File: src/rtl/core/rgbhsv_pkg.sv
// Shared types and constants for the RGB to HSV pixel converter.
// No dependencies; imported by every module of the block.
`default_nettype none

package rgbhsv_pkg;

   // Hue sector offsets on the 0..255 circle
   localparam logic [7:0] HUE_BASE_RED   = 8'd0;
   localparam logic [7:0] HUE_BASE_GREEN = 8'd85;
   localparam logic [7:0] HUE_BASE_BLUE  = 8'd171;

   // Number of quotient bits, one per divider cell
   localparam int unsigned QUO_BITS = 8;

   // Input pixel payload
   typedef struct packed {
      logic [7:0] red;
      logic [7:0] green;
      logic [7:0] blue;
   } pixel_type;

   // Result payload
   typedef struct packed {
      logic [7:0] hue;
      logic [7:0] saturation;
      logic [7:0] brightness;
   } hsv_type;

   // One restoring-division lane: partial remainder, divisor, quotient so far
   typedef struct packed {
      logic [15:0] rem;
      logic [7:0]  den;
      logic [7:0]  quo;
   } div_lane_type;

   // Everything a pixel carries down the cell chain
   typedef struct packed {
      logic         valid;
      div_lane_type sat;
      div_lane_type hue;
      logic [7:0]   base;
      logic         neg;
      logic         black;
      logic [7:0]   brightness;
   } cell_type;

endpackage

`default_nettype wire

File: src/rtl/core/rgb_to_hsv_pixel.sv
// RGB to HSV pixel converter: front stage, eight divider cells, output register.
// Throughput: one pixel per cycle while the output is not stalled; each divider cell settles one quotient bit.
// Stages hold independently, so bubbles close up behind a stalled output.
// Reset (synchronous) empties every stage; the block holds no other state.
`default_nettype none

module rgb_to_hsv_pixel (
   input  wire logic                  clock,
   input  wire logic                  reset,
   input  wire logic                  req_valid,
   output      logic                  req_stall,
   input  wire rgbhsv_pkg::pixel_type req_pixel,
   output      logic                  rsp_valid,
   input  wire logic                  rsp_stall,
   output      rgbhsv_pkg::hsv_type   rsp_pixel
);
   import rgbhsv_pkg::*;

   cell_type                pipe [QUO_BITS+1];
   logic [QUO_BITS+1:0]     ready;
   logic                    rsp_valid_ff;
   hsv_type                 rsp_data_ff;
   hsv_type                 rsp_data_in;
   logic [7:0]              hue_offset;

   // Stage ready chain: a stage moves when empty or when its successor moves
   always_comb begin
      ready[QUO_BITS+1] = !rsp_valid_ff || !rsp_stall;
      for (int k = QUO_BITS; k >= 0; k--) begin
         ready[k] = !pipe[k].valid || ready[k+1];
      end
   end

   assign req_stall = !ready[0];

   rgbhsv_front u_front (
      .clock       (clock),
      .reset       (reset),
      .advance     (ready[0]),
      .pixel_valid (req_valid),
      .pixel       (req_pixel),
      .cell_out    (pipe[0])
   );

   // Divider chain, most significant quotient bit first
   for (genvar k = 0; k < QUO_BITS; k++) begin : g_cell
      rgbhsv_div_cell #(
         .BIT (QUO_BITS - 1 - k)
      ) u_cell (
         .clock    (clock),
         .reset    (reset),
         .advance  (ready[k+1]),
         .cell_in  (pipe[k]),
         .cell_out (pipe[k+1])
      );
   end

   // Result assembly: black and grey pixels force zero fields
   always_comb begin
      hue_offset = pipe[QUO_BITS].neg ? 8'(-pipe[QUO_BITS].hue.quo)
                                      : pipe[QUO_BITS].hue.quo;
      rsp_data_in.brightness = pipe[QUO_BITS].brightness;
      if (pipe[QUO_BITS].black) begin
         rsp_data_in.saturation = 8'd0;
         rsp_data_in.hue        = 8'd0;
      end else begin
         rsp_data_in.saturation = pipe[QUO_BITS].sat.quo;
         if (pipe[QUO_BITS].sat.quo == 8'd0) begin
            rsp_data_in.hue = 8'd0;
         end else begin
            rsp_data_in.hue = pipe[QUO_BITS].base + hue_offset;
         end
      end
   end

   // Output register
   always_ff @(posedge clock) begin
      if (reset) begin
         rsp_valid_ff <= 1'b0;
      end else if (ready[QUO_BITS+1]) begin
         rsp_valid_ff <= pipe[QUO_BITS].valid;
      end
   end

   always_ff @(posedge clock) begin
      if (ready[QUO_BITS+1]) begin
         rsp_data_ff <= rsp_data_in;
      end
   end

   assign rsp_valid = rsp_valid_ff;
   assign rsp_pixel = rsp_data_ff;

endmodule

`default_nettype wire

File: src/rtl/core/rgbhsv_front.sv
// Front stage: max/min search, chroma, brightness and division operands.
// Depends on rgbhsv_pkg.
`default_nettype none

module rgbhsv_front (
   input  wire logic                  clock,
   input  wire logic                  reset,
   input  wire logic                  advance,
   input  wire logic                  pixel_valid,
   input  wire rgbhsv_pkg::pixel_type pixel,
   output      rgbhsv_pkg::cell_type  cell_out
);
   import rgbhsv_pkg::*;

   logic [7:0]  mx;
   logic [7:0]  mn;
   logic [7:0]  chroma;
   logic [8:0]  diff;
   logic [7:0]  diff_abs;
   logic [8:0]  mid_sum;
   cell_type    data_in;
   cell_type    data_ff;
   logic        valid_ff;

   // Channel extremes and sector selection; red wins ties, then green
   always_comb begin
      mx = pixel.red;
      if (pixel.green > mx) mx = pixel.green;
      if (pixel.blue > mx) mx = pixel.blue;
      mn = pixel.red;
      if (pixel.green < mn) mn = pixel.green;
      if (pixel.blue < mn) mn = pixel.blue;
      chroma  = mx - mn;
      mid_sum = {1'b0, mx} + {1'b0, mn};

      if (mx == pixel.red) begin
         data_in.base = HUE_BASE_RED;
         diff = {1'b0, pixel.green} - {1'b0, pixel.blue};
      end else if (mx == pixel.green) begin
         data_in.base = HUE_BASE_GREEN;
         diff = {1'b0, pixel.blue} - {1'b0, pixel.red};
      end else begin
         data_in.base = HUE_BASE_BLUE;
         diff = {1'b0, pixel.red} - {1'b0, pixel.green};
      end
      diff_abs = diff[8] ? 8'(-diff) : diff[7:0];

      data_in.valid      = pixel_valid;
      data_in.neg        = diff[8];
      data_in.black      = (mx == 8'd0);
      data_in.brightness = mid_sum[8:1];
      // 255 * chroma as (chroma << 8) - chroma
      data_in.sat.rem    = {chroma, 8'd0} - {8'd0, chroma};
      data_in.sat.den    = mx;
      data_in.sat.quo    = 8'd0;
      // 43 * |diff| = 32x + 8x + 2x + x
      data_in.hue.rem    = ({8'd0, diff_abs} << 5) + ({8'd0, diff_abs} << 3)
                         + ({8'd0, diff_abs} << 1) + {8'd0, diff_abs};
      data_in.hue.den    = chroma;
      data_in.hue.quo    = 8'd0;
   end

   // Stage register
   always_ff @(posedge clock) begin
      if (reset) begin
         valid_ff <= 1'b0;
      end else if (advance) begin
         valid_ff <= data_in.valid;
      end
   end

   always_ff @(posedge clock) begin
      if (advance) begin
         data_ff <= data_in;
      end
   end

   always_comb begin
      cell_out       = data_ff;
      cell_out.valid = valid_ff;
   end

endmodule

`default_nettype wire

File: src/rtl/core/rgbhsv_div_cell.sv
// One divider cell: resolves one quotient bit for both division lanes.
// Depends on rgbhsv_pkg.
`default_nettype none

module rgbhsv_div_cell #(
   parameter int unsigned BIT = 7
) (
   input  wire logic                 clock,
   input  wire logic                 reset,
   input  wire logic                 advance,
   input  wire rgbhsv_pkg::cell_type cell_in,
   output      rgbhsv_pkg::cell_type cell_out
);
   import rgbhsv_pkg::*;

   logic [15:0] sat_shift;
   logic [15:0] hue_shift;
   cell_type    data_in;
   cell_type    data_ff;
   logic        valid_ff;

   // Compare-subtract against the divisor weighted by this bit
   always_comb begin
      sat_shift = {8'd0, cell_in.sat.den} << BIT;
      hue_shift = {8'd0, cell_in.hue.den} << BIT;
      data_in   = cell_in;
      if (cell_in.sat.rem >= sat_shift) begin
         data_in.sat.rem      = cell_in.sat.rem - sat_shift;
         data_in.sat.quo[BIT] = 1'b1;
      end
      if (cell_in.hue.rem >= hue_shift) begin
         data_in.hue.rem      = cell_in.hue.rem - hue_shift;
         data_in.hue.quo[BIT] = 1'b1;
      end
   end

   always_ff @(posedge clock) begin
      if (reset) begin
         valid_ff <= 1'b0;
      end else if (advance) begin
         valid_ff <= cell_in.valid;
      end
   end

   always_ff @(posedge clock) begin
      if (advance) begin
         data_ff <= data_in;
      end
   end

   always_comb begin
      cell_out       = data_ff;
      cell_out.valid = valid_ff;
   end

endmodule

`default_nettype wire

File: config.mk
export PLATFORM = sky130hd
export DESIGN_NAME = rgb_to_hsv_pixel
export DESIGN_NICKNAME = d
export VERILOG_FILES = /design/src/rtl/core/rgbhsv_pkg.sv /design/src/rtl/core/rgb_to_hsv_pixel.sv /design/src/rtl/core/rgbhsv_front.sv /design/src/rtl/core/rgbhsv_div_cell.sv
export SDC_FILE = /design/constraint.sdc
export NUM_CORES = 1
export LEC_CHECK = 0
export BUFFER_PORTS_ARGS = -buffer_cell sky130_fd_sc_hd__buf_4
export CORE_ASPECT_RATIO = 0.6
export CORE_MARGIN = 1
export CORE_UTILIZATION = 55
export DETAILED_ROUTE_END_ITERATION = 8
export PLACE_DENSITY = 0.81
export SLEW_MARGIN = 20
export SYNTH_ARGS = -nofsm -noshare
export SYNTH_HDL_FRONTEND = slang
export SYNTH_SLANG_ARGS = --single-unit
File: constraint.sdc
create_clock -name clock -period 10.37 [get_ports clock]
set_input_delay 2.074 -clock clock [delete_from_list [all_inputs] [get_ports clock]]
set_output_delay 2.074 -clock clock [all_outputs]
set_load 0.005 [all_outputs]
==> impl_metrics.yaml, run 1 <==
final_layout:
  multi_input_area_sq_um: 11300
  flow.area_growth_from_synthesis_pct: 10.2
  final-seq-area_sq_um: 17900
  nNetsFinal: 2745
  layout-drive-gt1-share_pct: 8.19
  n_fill_cell: 3953
  layout.core_utilization_pct: 61.4
floorplan:
  initial_core_util_pct: 55.7
  dieWidth_um: 304
  core.rowCount: 66
  die_height_um: 183
  boundaryPins: 54
  die_area_sq_um: 55700
  core_sq_um: 54100
critical_path:
  critical_path.startpoint_type: "input port"
  setup.worst_path.end_class: "register"
  timing.critical_path.arrival_ps: 9790
  slowest_stage_cell_on_the_critical_path: "a21boi_4"
  worst-setup-path-type: "input port to register"
  required_ps: 10710
  maximum_fanout_along_the_worst_path: 18
  cell_seen_most_often_among_critical_path_stages: "ha_1"
  max_incr_delay_on_cp_ps: 530
detailed_routing:
  detail_route.drc_violations: 0
  wl_per_cell_um: 19.4
  via_count: 18500
  detail-route-antenna-nets: 0
  detailedRoute.firstIterationViolations: 1664
  routed_via_density: 5.71
  drt_wl_total_mm: 62.9
  drtPass1Iterations: 5
flow_run:
  max_cap_violations: 0
clock_network:
  numCtsBuffers: 55
  clock_tree.htree_level_count: 2
  post_cts_repair_setup_buffers: 0
  path_clk_slew_ps: 60
  clock_latency_ps: 630
  tritoncts_clock_tree: "done"
  ctsHoldBuffers: 0
  ctsLongestPathBuffers: 3
  cts_resized: 0
  clock-root-buffer: "clkbuf_16"
  clock_sink_count: 598
timing:
  tns_ps: 0
  relSlewSlack_pct: 31.0
  layout_min_cycle_time_ps: 9450
  setup_ws_ps: 925
  setup_viol: 0
  timing.final.crit_share_pct: 91.1
  setup_skew_after_layout_ps: 74.3
  rsz0062_at_grt: "no"
  tightestPinTransition_ps: 1030
  finalHoldViolations: 0
  drv_slew: 0
  achievable-frequency_ghz: 0.106
global_routing:
  grt.total_usage_pct: 22.9
  grt_start_max_net_pins: 75
  grt_pass1_wl_mm: 99.2
  grt_overflow: 0
  grt_antenna_before_repair: 5
  number_of_global_route_vias_before_repair: 18100
synthesis:
  synth_top_cells_by_count: "edfxtp_1 (588), inv_1 (236), ha_1 (211), nor2_1 (204), a21oi_1 (196)"
  ys_seq_elements: 598
  mappedNetlistNets: 2652
  synth.most_common_cell: "edfxtp_1"
  async_flop_share_pct: 0
  synthesis.instances: 2390
  synthesized_area_per_cell_sq_um: 12.6
  synth_top_area_share_pct: 58.6
  yosys_warnings: 0
  synth_top_area_cell: "edfxtp_1"
  yosys_most_used_dff: "edfxtp_1"
  synth_cell_type_count: 89
  synth.yosys.seq_area_share_pct: 59.3
  post_synth_instance_area_sq_um: 30100
  synth.top_cells.by_area: "edfxtp_1 (59%), ha_1 (8.8%), xnor2_1 (4.3%), a21oi_1 (3.3%), a21o_1 (3.0%)"
  synth_enable_flop_cells: 588
placed_design:
  detailed_place_hpwl_mm: 47.0
  dp_worst_setup_slack_ps: 508
  io_buffers: 53
  place_congestion: 0.987
run_status:
  outcome: "complete, no violations"
worst_hold_path:
  holdCritPathClass: "register to register"
==> flip-flops by register name, summed over array words and instances (netlist names) <==
signal,count
u_front.cell_out,59
u_front.valid_ff,1
rsp_valid,1
rsp_pixel,24
g_cell.u_cell.valid_ff,8
g_cell.u_cell.cell_out,505
==> worst max-delay path, delay by kind of cell <==
| kind | cells | cell delay [ps] |
|---|---|---|
| compound gates | 11 | 3050 |
| fa+ha+maj | 6 | 1870 |
| simple gates | 6 | 1360 |
| xor+xnor | 3 | 710 |
| mux | 2 | 470 |
| buf+inv | 3 | 230 |
==> metrics by stage <==
step | instances | instance area [sq um] | hold slack (ps)
2_1_floorplan | 2390 | 30100 | 400
3_3_place_gp | 3140 | 31400 | 400
3_5_place_dp | 3140 | 31400 | 405
4_1_cts | 3243 | 33200 | 414
5_1_grt | 3243 | 33200 | 423
6_report | 3245 | 33200 | 405
==> final timing paths <==
kind / from / to / slack, ps / depth (start not counted)
hold / removal: g_cell[2].u_cell.cell_out[29]$_DFFE_PP_ / g_cell[3].u_cell.cell_out[29]$_DFFE_PP_ / 400 / 0
setup / recovery: req_pixel[12] / u_front.cell_out[46]$_DFFE_PN_ / 920 / 31
hold reg to reg: g_cell[2].u_cell.cell_out[29]$_DFFE_PP_ / g_cell[3].u_cell.cell_out[29]$_DFFE_PP_ / 400 / 0
setup reg to reg: g_cell[4].u_cell.cell_out[60]$_DFFE_PP_ / g_cell[5].u_cell.cell_out[80]$_DFFE_PP_ / 6610 / 14
==> logic make-up (layout without fill, tap and decap cells) <==
| group | count (synthesis) | count (layout) | synth area share [%] |
|---|---|---|---|
| flip-flops | 598 | 598 | 59.3 |
| other | 1 | 3 | 0.0125 |
| AO/OA/AOI/OAI | 502 | 502 | 10.6 |
| buffers and inverters | 267 | 406 | 3.35 |
| XOR/XNOR | 218 | 218 | 6.37 |
| AND/OR/NAND/NOR | 547 | 547 | 9.23 |
| multiplexers | 23 | 23 | 0.802 |
| adder cells (fa/ha/maj) | 234 | 234 | 10.3 |
==> area by class of cell <==
class / instances / share of cell area [%]
antenna: 2 / 0.0151
clock buffer: 60 / 4.20
clock inverter: 43 / 1.10
inverter: 237 / 2.68
multi-input combinational: 1525 / 34.0
sequential: 598 / 53.8
tap: 714 / 2.69
timing repair buffer: 66 / 1.49
==> layer usage <==
| metal | wire, um | share of wire [%] | global-route usage (%) |
|---|---|---|---|
| met5 | 14 | 0.022 | 0 |
| met4 | 834 | 1.3 | 4.32 |
| met3 | 5790 | 9.2 | 6.57 |
| met2 | 25600 | 41 | 32.6 |
| met1 | 30700 | 49 | 34.8 |
==> cells in the final DEF (no fill, tap or decap), drive strengths merged, types with 68 or more instances in the layout <==
master	count
xnor2	150
a21oi	197
ha	211
xor2	68
nor2	206
inv	238
nand2	84
o21ai	78
a21o	123
edfxtp	588
Power of run 1 is not shown: default switching activity piles up to over one toggle a cycle in this logic, so the estimate is an artifact.
==> run 2, diff against run 1 <==
--- a/config.mk
+++ b/config.mk
@@ -12,3 +12,3 @@
 export DETAILED_ROUTE_END_ITERATION = 8
-export PLACE_DENSITY = 0.81
+export PLACE_DENSITY = 0.71
 export SLEW_MARGIN = 20
--- a/constraint.sdc
+++ b/constraint.sdc
@@ -3,2 +3,2 @@
 set_output_delay 2.074 -clock clock [all_outputs]
-set_load 0.005 [all_outputs]
+set_load 0.02 [all_outputs]
==> impl_metrics.yaml, run 2 (same netlist as run 1, synthesis figures left out) <==
final_layout:
  multi_input_area_sq_um: 11300
  max_ffs_per_register: 505
  nNetsFinal: 2745
  n_fill_cell: 4070
  layout.cells.most_common_list: "edfxtp_1 (588), inv_1 (233), ha_1 (211), nor2_1 (204), a21oi_1 (196)"
  final-seq-area_sq_um: 17900
  layout-drive-gt1-share_pct: 8.70
  final_common_cell: "edfxtp_1"
  flow.area_growth_from_synthesis_pct: 10.8
floorplan:
  dieWidth_um: 304
  core.rowCount: 66
  core_sq_um: 54100
  die_height_um: 183
  initial_core_util_pct: 55.7
  die_area_sq_um: 55700
  boundaryPins: 54
clock_network:
  ctsHoldBuffers: 0
  cts_resized: 0
  post_cts_repair_setup_buffers: 0
  clock_latency_ps: 590
  ctsLongestPathBuffers: 3
  clock_tree.htree_level_count: 2
  path_clk_slew_ps: 60
  numCtsBuffers: 54
  clock_sink_count: 598
  clock-root-buffer: "clkbuf_16"
  tritoncts_clock_tree: "done"
critical_path:
  critPathBufInv: 4
  setup.worst_path.end_class: "register"
  regToRegStartpoint: "g_cell[4].u_cell.cell_out[60]$_DFFE_PP_"
  r2r_end: "g_cell[5].u_cell.cell_out[79]$_DFFE_PP_"
  worst-setup-path-type: "input port to register"
  slowest_stage_cell_on_the_critical_path: "nor4_1"
  maximum_fanout_along_the_worst_path: 18
  max_incr_delay_on_cp_ps: 550
  crit_family: "compound AO/OA/AOI/OAI gates"
  rr_worst_depth: 14
  critical_path.startpoint_type: "input port"
  cell_seen_most_often_among_critical_path_stages: "ha_1"
  r2r_setup_slack_ps: 6450
  timing.critical_path.arrival_ps: 9680
  required_ps: 10700
worst_hold_path:
  min_to: "g_cell[6].u_cell.cell_out[52]$_DFFE_PP_"
  number_of_cells_traversed_by_the_worst_hold_path: 0
  holdCritPathClass: "register to register"
  min_from: "g_cell[5].u_cell.cell_out[52]$_SDFFCE_PN1P_"
placed_design:
  place_congestion: 1.00
  detailed_place_hpwl_mm: 47.2
  io_buffers: 53
detailed_routing:
  routed_via_density: 5.64
  via_count: 18300
  detail_route.drc_violations: 0
  detailedRoute.firstIterationViolations: 1678
  drtPass1Iterations: 5
  wl_per_cell_um: 19.2
  detail-route-antenna-nets: 0
  drt_wl_total_mm: 62.2
timing:
  setup_viol: 0
  achievable-frequency_ghz: 0.107
  timing.final.crit_share_pct: 90.2
  relSlewSlack_pct: 25.8
  finalHoldViolations: 0
  tightestPinTransition_ps: 1110
  rsz0062_at_grt: "no"
  tns_ps: 0
  setup_skew_after_layout_ps: 17.9
  layout_min_cycle_time_ps: 9350
  drv_slew: 0
global_routing:
  grt_overflow: 0
  grt_start_max_net_pins: 71
  grt_antenna_before_repair: 5
  grt_pass1_wl_mm: 98.4
  grt.total_usage_pct: 22.7
  number_of_global_route_vias_before_repair: 17600
flow_run:
  max_cap_violations: 0
run_status:
  outcome: "complete, no violations"
==> run 2: cell count changes in the layout (fill, tap and decap cells not counted), sizes merged <==
cell / previous run / this run
buf: 66 / 67
bufinv: 3 / 11
clkinv: 35 / 23
diode: 2 / 1
inv: 238 / 240
==> run 2: per-stage QoR <==
stage / hold WS (ps) / instance area (sq um) / cells / util, % / setup WS, ps
3_3_place_gp: 401 / 31400 / 3141 / 58.1 / 744
6_report: 414 / 33300 / 3243 / 61.7 / 1020
2_1_floorplan: 400 / 30100 / 2390 / - / 759
4_1_cts: 416 / 33300 / 3242 / 61.6 / 1150
5_1_grt: 416 / 33300 / 3242 / 61.7 / 449
3_5_place_dp: 405 / 31400 / 3141 / 58.1 / 562
==> run 2: how the worst max path moves through the flow <==
| stage | from | end | slack, ps | cells past startpoint |
|---|---|---|---|---|
| after floorplan | rsp_stall | req_stall | 760 | 6 |
| after global placement | req_pixel[12] | u_front.cell_out[46]$_DFFE_PN_ | 740 | 31 |
| after detailed placement | req_pixel[12] | u_front.cell_out[46]$_DFFE_PN_ | 560 | 31 |
| after CTS | req_pixel[12] | u_front.cell_out[46]$_DFFE_PN_ | 1150 | 31 |
| after global routing | req_pixel[12] | u_front.cell_out[46]$_DFFE_PN_ | 450 | 32 |
| final | req_pixel[12] | u_front.cell_out[46]$_DFFE_PN_ | 1020 | 32 |
==> run 2: final cells by class <==
type                       count  area share (%)
sequential                   598            53.5
clock inverter                41            1.56
clock buffer                  60            4.18
multi-input combinational   1525            33.8
inverter                     237            2.67
timing repair buffer          67            1.51
antenna                        1         0.00750
tap                          714            2.68
==> run 2: routing by layer <==
layer / GRT usage [%] / share of wire [%] / vias up
li1: - / - / 8875
met1: 36.8 / 52 / 8834
met2: 30.1 / 38 / 495
met3: 6.07 / 8.3 / 75
met4: 3.80 / 1.2 / 2
met5: 0 / 0.021 / -
Power of run 2 is left out for the same reason.
